**src/design/bdq_pkg.sv**
```systemverilog
// ----------------------------------------------------------------------------
// bdq_pkg: shared types and constants for the bounded double-ended queue
// Command codes, count width, defaults and the cell-row control struct.
// ----------------------------------------------------------------------------
package bdq_pkg;

	localparam int CMD_W           = 3;
	localparam int CNT_W           = 7;
	localparam int DEPTH_DEF       = 64;
	localparam int VALUE_WIDTH_DEF = 16;

	localparam logic [CNT_W-1:0] CAP_RESET = 7'd64;

	typedef enum logic [CMD_W-1:0] {
		CMD_PUSH_FRONT = 3'd0,
		CMD_PUSH_BACK  = 3'd1,
		CMD_POP_FRONT  = 3'd2,
		CMD_POP_BACK   = 3'd3,
		CMD_STATUS     = 3'd4
	} cmd_t;

	// Per-row control, shared by every cell of one row
	typedef struct packed {
		logic             shift_up;    // cell i takes cell i-1, cell 0 takes the value
		logic             shift_down;  // cell i takes cell i+1
		logic             write_en;    // cell at wr_index loads the value
		logic [CNT_W-1:0] wr_index;
	} row_ctl_t;

endpackage

```
**src/design/bounded_double_ended_queue_core.sv**
```systemverilog
// ----------------------------------------------------------------------------
// bounded_double_ended_queue_core: bounded deque, one command per cycle
// Two rows of shifting cells; one has the front at cell 0, the other the rear.
// ----------------------------------------------------------------------------
// A command is taken on any cycle with start high (busy is always low), so one
// command per clock is sustained. Its result appears on the next cycle with
// done high for exactly that cycle and must be captured then: there is no way
// to hold it. Each command is at most one shift or load per row. Capacity is
// written via the cfg port (always ready), values above DEPTH acting as DEPTH;
// the user must write it only while no command is in flight (block does not check).
module bounded_double_ended_queue_core #(
	parameter int DEPTH       = bdq_pkg::DEPTH_DEF,
	parameter int VALUE_WIDTH = bdq_pkg::VALUE_WIDTH_DEF
) (
	input  logic                        clk,
	input  logic                        arst_n,
	input  logic                        start,
	output logic                        busy,
	input  logic [bdq_pkg::CMD_W-1:0]   command,
	input  logic [VALUE_WIDTH-1:0]      value,
	input  logic                        cfg_valid,
	output logic                        cfg_ready,
	input  logic [bdq_pkg::CNT_W-1:0]   cfg_data,
	output logic                        done,
	output logic                        success,
	output logic [VALUE_WIDTH-1:0]      front_value,
	output logic [VALUE_WIDTH-1:0]      rear_value,
	output logic                        is_empty,
	output logic                        is_full,
	output logic [bdq_pkg::CNT_W-1:0]   count
);

	localparam int CNT_W = bdq_pkg::CNT_W;
	localparam int DW    = $clog2(DEPTH + 1);
	localparam int CMP_W = (DW > CNT_W) ? DW : CNT_W;

	logic [CNT_W-1:0] cap_q;
	logic [CNT_W-1:0] cap_eff;
	logic [CNT_W-1:0] count_q;
	logic [CNT_W-1:0] count_d;
	logic             done_q;
	logic             success_q;
	logic             full_q;

	logic             accept;
	logic             push_ok;
	logic             pop_ok;
	logic             ok;
	bdq_pkg::cmd_t    cmd;

	bdq_pkg::row_ctl_t fwd_ctl;
	bdq_pkg::row_ctl_t rev_ctl;
	logic [VALUE_WIDTH-1:0] fwd_head;
	logic [VALUE_WIDTH-1:0] rev_head;

	assign busy      = 1'b0;
	assign cfg_ready = 1'b1;
	assign accept    = start && !busy;
	assign cmd       = bdq_pkg::cmd_t'(command);

	assign cap_eff = (CMP_W'(cap_q) > CMP_W'(DEPTH)) ? CNT_W'(DEPTH) : cap_q;
	assign push_ok = (count_q < cap_eff);
	assign pop_ok  = (count_q != '0);

	// Command decode: the fwd row has the front at cell 0, the rev row the rear
	always_comb begin
		fwd_ctl          = '0;
		rev_ctl          = '0;
		fwd_ctl.wr_index = count_q;
		rev_ctl.wr_index = count_q;
		count_d          = count_q;
		ok               = 1'b1;
		unique case (cmd)
			bdq_pkg::CMD_PUSH_FRONT: begin
				ok = push_ok;
				if (accept && push_ok) begin
					fwd_ctl.shift_up = 1'b1;
					rev_ctl.write_en = 1'b1;
					count_d          = count_q + CNT_W'(1);
				end
			end
			bdq_pkg::CMD_PUSH_BACK: begin
				ok = push_ok;
				if (accept && push_ok) begin
					rev_ctl.shift_up = 1'b1;
					fwd_ctl.write_en = 1'b1;
					count_d          = count_q + CNT_W'(1);
				end
			end
			bdq_pkg::CMD_POP_FRONT: begin
				ok = pop_ok;
				if (accept && pop_ok) begin
					fwd_ctl.shift_down = 1'b1;
					count_d            = count_q - CNT_W'(1);
				end
			end
			bdq_pkg::CMD_POP_BACK: begin
				ok = pop_ok;
				if (accept && pop_ok) begin
					rev_ctl.shift_down = 1'b1;
					count_d            = count_q - CNT_W'(1);
				end
			end
			default: begin
				ok = 1'b1;
			end
		endcase
	end

	always_ff @(posedge clk or negedge arst_n) begin
		if (!arst_n) begin
			cap_q     <= bdq_pkg::CAP_RESET;
			count_q   <= '0;
			done_q    <= 1'b0;
			success_q <= 1'b0;
			full_q    <= 1'b0;
		end else begin
			if (cfg_valid && cfg_ready) begin
				cap_q <= cfg_data;
			end
			count_q <= count_d;
			done_q  <= accept;
			if (accept) begin
				success_q <= ok;
				full_q    <= (count_d >= cap_eff);
			end
		end
	end

	bdq_row #(
		.DEPTH       (DEPTH),
		.VALUE_WIDTH (VALUE_WIDTH)
	) u_fwd_row (
		.clk       (clk),
		.ctl       (fwd_ctl),
		.value     (value),
		.head_data (fwd_head)
	);

	bdq_row #(
		.DEPTH       (DEPTH),
		.VALUE_WIDTH (VALUE_WIDTH)
	) u_rev_row (
		.clk       (clk),
		.ctl       (rev_ctl),
		.value     (value),
		.head_data (rev_head)
	);

	assign done        = done_q;
	assign success     = success_q;
	assign is_empty    = (count_q == '0);
	assign is_full     = full_q;
	assign count       = count_q;
	assign front_value = is_empty ? '0 : fwd_head;
	assign rear_value  = is_empty ? '0 : rev_head;

	a_count_bound: assert property (@(posedge clk) disable iff (!arst_n)
		CMP_W'(count_q) <= CMP_W'(DEPTH))
		else $error("entry count above depth");

	a_refused_hold: assert property (@(posedge clk) disable iff (!arst_n)
		accept && !ok |=> $stable(count_q))
		else $error("refused command changed the count");

	a_result_follows: assert property (@(posedge clk) disable iff (!arst_n)
		accept |=> done)
		else $error("no result after an accepted command");

	a_no_spurious: assert property (@(posedge clk) disable iff (!arst_n)
		!accept |=> !done)
		else $error("result without a command");

endmodule

```
**src/design/bdq_cell.sv**
```systemverilog
// ----------------------------------------------------------------------------
// bdq_cell: one entry of a storage row
// Holds one value and moves it to or takes it from its neighbors.
// ----------------------------------------------------------------------------
module bdq_cell #(
	parameter int VALUE_WIDTH = bdq_pkg::VALUE_WIDTH_DEF,
	parameter int INDEX       = 0
) (
	input  logic                   clk,
	input  bdq_pkg::row_ctl_t      ctl,
	input  logic [VALUE_WIDTH-1:0] value,
	input  logic [VALUE_WIDTH-1:0] left_data,
	input  logic [VALUE_WIDTH-1:0] right_data,
	output logic [VALUE_WIDTH-1:0] data
);

	localparam bit REACHABLE = (INDEX < (1 << bdq_pkg::CNT_W));

	logic [VALUE_WIDTH-1:0] data_q;
	logic [VALUE_WIDTH-1:0] data_d;
	logic                   hit;

	assign hit = REACHABLE && ctl.write_en
		&& (ctl.wr_index == bdq_pkg::CNT_W'(INDEX));

	always_comb begin
		data_d = data_q;
		if (ctl.shift_up) begin
			data_d = (INDEX == 0) ? value : left_data;
		end else if (ctl.shift_down) begin
			data_d = right_data;
		end else if (hit) begin
			data_d = value;
		end
	end

	always_ff @(posedge clk) begin
		data_q <= data_d;
	end

	assign data = data_q;

endmodule

```
**src/design/bdq_row.sv**
```systemverilog
// ----------------------------------------------------------------------------
// bdq_row: a row of storage cells
// Cell 0 is the end of the queue that this row serves; entries run inward.
// ----------------------------------------------------------------------------
module bdq_row #(
	parameter int DEPTH       = bdq_pkg::DEPTH_DEF,
	parameter int VALUE_WIDTH = bdq_pkg::VALUE_WIDTH_DEF
) (
	input  logic                   clk,
	input  bdq_pkg::row_ctl_t      ctl,
	input  logic [VALUE_WIDTH-1:0] value,
	output logic [VALUE_WIDTH-1:0] head_data
);

	logic [VALUE_WIDTH-1:0] cell_data [DEPTH];

	for (genvar i = 0; i < DEPTH; i++) begin : g_cell
		bdq_cell #(
			.VALUE_WIDTH (VALUE_WIDTH),
			.INDEX       (i)
		) u_cell (
			.clk        (clk),
			.ctl        (ctl),
			.value      (value),
			.left_data  ((i == 0) ? value : cell_data[(i == 0) ? 0 : i-1]),
			.right_data (cell_data[(i == DEPTH-1) ? i : i+1]),
			.data       (cell_data[i])
		);
	end

	assign head_data = cell_data[0];

endmodule
```
**config.mk**
```make
export PLATFORM = sky130hd
export DESIGN_NAME = bounded_double_ended_queue_core
export DESIGN_NICKNAME = d
export VERILOG_FILES = /design/src/design/bdq_pkg.sv /design/src/design/bounded_double_ended_queue_core.sv /design/src/design/bdq_cell.sv /design/src/design/bdq_row.sv
export SDC_FILE = /design/constraint.sdc
export NUM_CORES = 2
export LEC_CHECK = 0
export BUFFER_PORTS_ARGS = -buffer_cell sky130_fd_sc_hd__buf_2
export CORE_AREA = 2 2 769 388
export CTS_BUF_LIST = sky130_fd_sc_hd__clkbuf_4 sky130_fd_sc_hd__clkbuf_8
export CTS_CLUSTER_SIZE = 30
export DETAILED_ROUTE_END_ITERATION = 8
export DIE_AREA = 0 0 771 390
export MAX_ROUTING_LAYER = met4
export PLACE_DENSITY = 0.55
export SLEW_MARGIN = 40
export SYNTH_ARGS = -nofsm -noshare
export SYNTH_HDL_FRONTEND = slang
export SYNTH_SLANG_ARGS = --single-unit
```
**constraint.sdc**
```tcl
create_clock -name clk -period 3.8 [get_ports clk]
set_input_delay 0.19 -clock clk [delete_from_list [all_inputs] [get_ports clk]]
set_output_delay 0.19 -clock clk [all_outputs]
set_load 0.02 [all_outputs]
```
# Yosys cells after proc, flatten, opt, wreduce, memory -nomap -nowiden
# Index checks and enable logic that the tools add are counted.
# totals
ff_bits,2065
wordCells,868
output_inout_bits,45
# classes
n_lt_le_gt_ge,3
mux,397
eq_ne,68
add_sub_neg,2
reduce_logical,265
# ops
operator,count
two-way mux 16 bit,386
nonzero test 3 bit,126
== test 7 x 6 -> 1 bit (second input constant),32
logical AND 1 bit,130
== test 7 x 5 -> 1 bit (second input constant),16
== test 7 x 4 -> 1 bit (second input constant),8
== test 7 x 3 -> 1 bit (second input constant),4
two-way mux 7 bit,3
== test 7 x 2 -> 1 bit (second input constant),2
one-hot mux 7 bit (2 select lines),1
adder 7 x 1 -> 7 bit (second input constant),1
== test 7 x 1 -> 1 bit (second input constant),1
greater-or-equal comparator 7 bit,1
greater-than comparator 7 bit (second input constant),1
zero test 7 bit,1
less-than comparator 7 bit,1
nonzero test 7 bit,1
subtractor 7 x 1 -> 7 bit (second input constant),1
== test 3 x 2 -> 1 bit (second input constant),2
two-way mux 1 bit,6
AND reduction 2 bit,2
nonzero test 2 bit,2
OR reduction 2 bit,2
== test 3 x 1 -> 1 bit (second input constant),1
other kinds (4),4

# Logic depth before layout (Yosys ltp)
# depth
word_depth,10
mapped_depth,15

# Cells and area by module
# A second synthesis with hierarchy kept.
# unflattened
hier_cells,9384
area_unflattened_um2,110303.3
# modules_own_cells
mod,cells_per_inst,seq_area_each_um2,n_inst,area_each_um2
bdq_cell (u_fwd_row.g_cell[23].u_cell ...),73,480.5,24,854.6
bdq_cell (u_fwd_row.g_cell[10].u_cell ...),72,480.5,24,853.3
bdq_cell (u_fwd_row.g_cell[21].u_cell ...),72,480.5,16,854.6
bdq_cell (u_fwd_row.g_cell[31].u_cell ...),73,480.5,12,852.1
bdq_cell (u_fwd_row.g_cell[19].u_cell ...),73,480.5,8,853.3
bdq_cell (u_fwd_row.g_cell[1].u_cell ...),72,480.5,8,852.1
bdq_cell (u_fwd_row.g_cell[49].u_cell ...),73,480.5,8,845.8
bdq_cell (u_fwd_row.g_cell[11].u_cell ...),73,480.5,8,842.1
bdq_cell (u_fwd_row.g_cell[16].u_cell ...),72,480.5,4,850.8
bdq_cell (u_fwd_row.g_cell[51].u_cell ...),73,480.5,4,850.8
bdq_cell (u_fwd_row.g_cell[12].u_cell ...),73,480.5,4,844.6
bdq_cell (u_fwd_row.g_cell[63].u_cell ...),73,480.5,2,849.6
bdq_cell (u_fwd_row.g_cell[48].u_cell ...),73,480.5,2,843.3
bdq_cell (u_fwd_row.g_cell[15].u_cell ...),73,480.5,2,839.6
2 more rows,-,-,-,-

# Worst setup path before layout
# Ideal clock, no wire load.
# synth_path
path_kind,register to register
from,register cap_q[6]
to,register u_rev_row.g_cell[1].u_cell.data_q[0] (enable)
stages_incl_launch_ff,10
arrival_time_ps,3247
setup_slack_ps,142
path_buffers,2
synth_period_minus_slack_ps,3658
setup_ps,411
t_required_ps,3389
cell_sequence,dfstp_2 -> inv_1 -> nand2_1 -> ha_1 -> a21oi_1 -> o211ai_2 -> a211o_1 -> clkbuf_1 -> clkbuf_1 -> o21ai_0
# synth_between
elab_chain_len,8
word_cells_on_any_way,9
# synth_lines
element,line,rtl
from (decl),bounded_double_ended_queue_core.sv:37,logic [CNT_W-1:0] cap_q;
from (signal assigned),bounded_double_ended_queue_core.sv:112,cap_q <= bdq_pkg::CAP_RESET;
from (signal assigned),bounded_double_ended_queue_core.sv:119,cap_q <= cfg_data;
greater-than comparator 7 bit,bounded_double_ended_queue_core.sv:61,assign cap_eff = (CMP_W'(cap_q) > CMP_W'(DEPTH)) ? CNT_W'(DEPTH) : cap_q;
two-way mux 7 bit (*),bounded_double_ended_queue_core.sv:61,
less-than comparator 7 bit (*),bounded_double_ended_queue_core.sv:62,assign push_ok = (count_q < cap_eff);
logical AND 1 bit (*),"bounded_double_ended_queue_core.sv:76, bounded_double_ended_queue_core.sv:84",
two-way mux 1 bit (*),"bounded_double_ended_queue_core.sv:76, bounded_double_ended_queue_core.sv:84",
two-way mux 1 bit,bounded_double_ended_queue_core.sv:73,unique case (cmd)
logical AND 1 bit,bdq_cell.sv:24,&& (ctl.wr_index == bdq_pkg::CNT_W'(INDEX));
nonzero test 3 bit (no line) (*),-,
to (signal assigned),bdq_cell.sv:38,data_q <= data_d;
to (decl),bdq_cell.sv:19,logic [VALUE_WIDTH-1:0] data_q;
# Every way passes the cells marked *; elsewhere a longest branch is shown, timed or not.
# A chain may end at the register's enable or synchronous reset.

# Final worst setup path
# layout_path
from,"register count_q[0], in the netlist count[0]"
to,register u_rev_row.g_cell[1].u_cell.data_q[6] (data pin)
# layout_between
elab_chain_len,6
word_cells_on_any_way,10
# layout_lines
element,line,rtl
from (decl),bounded_double_ended_queue_core.sv:39,logic [CNT_W-1:0] count_q;
from (signal assigned),bounded_double_ended_queue_core.sv:121,count_q <= count_d;
branches (longest 5 deep; another with less-than comparator 7 bit),-,
two-way mux 16 bit (*),bdq_cell.sv:28,if (ctl.shift_up) begin
named net u_rev_row.g_cell[1].u_cell.data_d[6],bdq_cell.sv:20,logic [VALUE_WIDTH-1:0] data_d;
# Mark *: on every way through the listed nets, which the timed path passes.

==> impl_metrics.csv <==
group,metric,value,unit
worst_setup_path,regToRegSetupSlack,0.08,ns
final_layout,layout_common_cells,"2,048 x edfxtp_1, 1,984 x a221o_1, 317 x clkbuf_8, 189 x buf_4, 152 x buf_12",
route,via_per_inst,6.300,
pwr,pwr-share-clk,0.310,
status,status,"finished clean",
job,maxCapViolations,0,
timing,max_slew_margin,0.4071,
floorplan,dieArea,300700,µm²
clock_network,clockBufferDepth,4,
floorplan,ioPinCount,75,
worst_setup_path,critPathLaunchType,"flip-flop",
yosys,syn_avg_cell_area,16.62,µm²
route,antenna_left,0,
pwr,power_switching,17.34,mW
yosys,ys_ff_latch,2065,
timing,rsz0062_at_grt,"false",
route,first_pass_iters,6,
final_layout,final_common_cell,"edfxtp_1",
yosys,syn_nets,5332,
floorplan,fp.dieW,771,µm
timing,setup_tns,0,ns
clock_network,cts-htree-levels,5,
yosys,synth_edf_count,2048,
floorplan,start_util,0.2988,
final_layout,fin_nets,5414,
route,drt_iter0_drc,11040,
worst_setup_path,cp_top_family,"compound AO/OA/AOI/OAI gates",
global_route,grtUsageTotal,0.1868,
yosys,async_reset_ff_frac,0.008232,
worst_setup_path,slowest_stage,"or3b_2",
final_layout,seq_area,61930,µm²
pwr,p_int,41.45,mW
pwr,power_density,578.3,nW/µm²
final_layout,area_growth,15.79,%
timing,post-route-period-util,0.9784,
pwr,power_frac_comb,0.175,
timing,fin_crit,3.718,ns
worst_setup_path,cp_max_fo,113,
yosys,synth_top_cell_by_area,"edfxtp_1",
yosys,postSynthCellCount,5284,
timing,max_freq,269.0,MHz
clock_network,clock_sinks,2065,
final_layout,num-fill-cells,27860,
global_route,overflow,0,
clock_network,numCtsBuffers,314,
timing,drv_slew,0,
final_layout,multi_input_area,23620,µm²
placement,routabilityCongestion,0.9034,
yosys,synth_area,87810,µm²
worst_setup_path,worstSetupEndpointType,"flip-flop",
clock_network,post_cts.repair.setup_buffers,0,
clock_network,cts_tree,"built",
timing,hold_violations,0,
min_path,min_path_type,"input pin to flip-flop",
worst_setup_path,cp_cell_sequence,"inv_1, ha_1, or3b_2, o211ai_2, nor2_4, buf_12, buf_16, a221o_1",
timing,setup_viol,0,
pwr,leakagePower,32.80,nW
timing,worst_pin_slew,0.8893,ns
global_route,grt_max_degree,208,
yosys,synth_ff_type,"edfxtp_1",
route,drc_errors,0,
yosys,ys_types,47,
placement,place_ws,0.1541,ns
yosys,yosysWarnings,0,
worst_setup_path,cp.required,4.49,ns
pwr,seqPwrFrac,0.516,
floorplan,num_rows,141,
route,num_vias,60010,
timing,fin_ws,0.08208,ns
route,routed_wl,288100,µm
final_layout,drive_above_1_share,0.1909,
global_route,grt_pass1_vias,53370,
yosys,synth.top_cells.by_area,"edfxtp_1 70%, a221o_1 23%, clkbuf_1 2.0%, buf_2 1.1%, a21oi_1 0.67%",
pwr,peakVddDrop,0.2916,mV
route,routedWlPerCell,30.24,µm
yosys,synth_top_area_share,0.7003,
placement,dpl.hpwl,193800,µm
yosys,synth.yosys.seq_area_share,0.7052,
pwr,sw_frac_of_total,0.2950,
global_route,antenna_found_initial,11,
floorplan,die_height,390,µm
worst_setup_path,crit_buf_inv,3,
clock_network,clockRootBuffer,"clkbuf_8",
floorplan,fp.coreArea,293900,µm²
global_route,grt_pass1_wl,405300,µm
worst_setup_path,cpPeakStageDelay,0.57,ns
worst_setup_path,crit_type,"flip-flop to flip-flop",
timing,clock_skew,0.1001,ns
worst_setup_path,worstPathArrival,4.41,ns
clock_network,clk_latency,1.02,ns
placement,portBuffers,72,
clock_network,clk_pin_slew,0.07,ns
[power groups by stage]
stage / logic [mW] / clock network, mW / registers, mW
6_report: 10.3 / 18.2 / 30.3
5_1_grt: 10.9 / 19.4 / 30.4
3_3_place_gp: 9.77 / 0 / 30.6
2_1_floorplan: 6.00 / 0 / 29.7
4_1_cts: 10.1 / 18.5 / 30.2
3_5_place_dp: 10.0 / 0 / 30.6
[layout make-up]
| cell class | count | share of cell area |
|---|---|---|
| diodes | 3 | 0.00007383 |
| clock buffers | 417 | 0.05029 |
| clock inverters | 123 | 0.006768 |
| inverters | 6 | 0.0002338 |
| multi-input cells | 2514 | 0.2323 |
| flip-flops and latches | 2065 | 0.6090 |
| well taps | 3932 | 0.04839 |
| repair buffers | 465 | 0.05291 |
[per-stage QoR]
stage / total power [mW] / cell area (µm²) / std cells / util / hold slack [ns]
2_1_floorplan: 35.74 / 87810 / 5284 / - / -0.1056
5_1_grt: 60.74 / 101700 / 9523 / 0.3459 / 0.1210
3_3_place_gp: 40.36 / 95320 / 8931 / 0.3243 / 0.1635
3_5_place_dp: 40.62 / 95350 / 8932 / 0.3244 / 0.1545
4_1_cts: 58.80 / 101600 / 9520 / 0.3458 / 0.07434
6_report: 58.80 / 101700 / 9525 / 0.3459 / 0.1314
[metal layers]
| metal | wire (µm) | GRT usage |
|---|---|---|
| met1 | 145200 | 0.3219 |
| met2 | 97010 | 0.1951 |
| met3 | 41900 | 0.06192 |
| met4 | 3962 | 0.03040 |
| met5 | 0 | - |
[final timing paths]
check | to | start | cells after the start
worst min register to register | u_rev_row.g_cell[0].u_cell.data[13]$_DFFE_PP_ | u_rev_row.g_cell[1].u_cell.data[13]$_DFFE_PP_ | 2
worst max register to register | u_rev_row.g_cell[1].u_cell.data[6]$_DFFE_PP_ | count[0]$_DFF_PN0_ | 8
worst max-delay path | u_rev_row.g_cell[1].u_cell.data[6]$_DFFE_PP_ | count[0]$_DFF_PN0_ | 8
max in group asynchronous | cap_q[6]$_DFFE_PN1P_ | arst_n | 4
min in group asynchronous | cap_q[0]$_DFFE_PN0P_ | arst_n | 4
worst min-delay path | count[1]$_DFF_PN0_ | command[2] | 4
[synth_stat cells (all sizes together) (3+ instances only)]
| master | instances |
|---|---|
| a211oi | 4 |
| a21oi | 117 |
| a221o | 1984 |
| a31oi | 14 |
| and2 | 5 |
| buf | 227 |
| clkbuf | 472 |
| dfrtp | 16 |
| edfxtp | 2048 |
| ha | 18 |
| inv | 6 |
| mux2 | 38 |
| nand2 | 129 |
| nand3 | 22 |
| nor2 | 45 |
| nor2b | 39 |
| nor3 | 3 |
| o21ai | 24 |
| or3 | 37 |
| xnor2 | 6 |
[flip-flops by register name (all words and copies together) (netlist names)]
signal and count:
done 1, success 1, count 7, u_fwd_row.g_cell.u_cell.data 1024, cap_q 7, is_full 1, u_rev_row.g_cell.u_cell.data 1024
[repair_timing]
item                                    4_1_cts  5_1_grt
hold buffers                                 48        1
gates resized for setup                       0        2
hold endpoints to repair                     99       16
endpoints found under the setup margin        0       87
[kinds of logic (layout without fill, tap and decap cells)]
kind of cell / count (synthesis) / count (layout) / share of synthesized area
compound gates: 2159 / 2159 / 0.2376
flops: 2065 / 2065 / 0.7052
buf+inv: 705 / 1011 / 0.03303
simple gates: 290 / 290 / 0.01593
mux: 38 / 38 / 0.004873
fa+ha+maj: 18 / 18 / 0.002565
xor+xnor: 7 / 7 / 0.0006982
other cells: 2 / 5 / 0.00008552
[worst register-to-register path, cell delays in order, from the launching register on]
cell,delay [ns]
dfrtp_1,0.38
inv_1,0.18
ha_1,0.33
or3b_2,0.57
o211ai_2,0.48
nor2_4,0.26
buf_12,0.30
buf_16,0.42
a221o_1,0.49
Note: power is estimated with default switching activity, not from simulation.
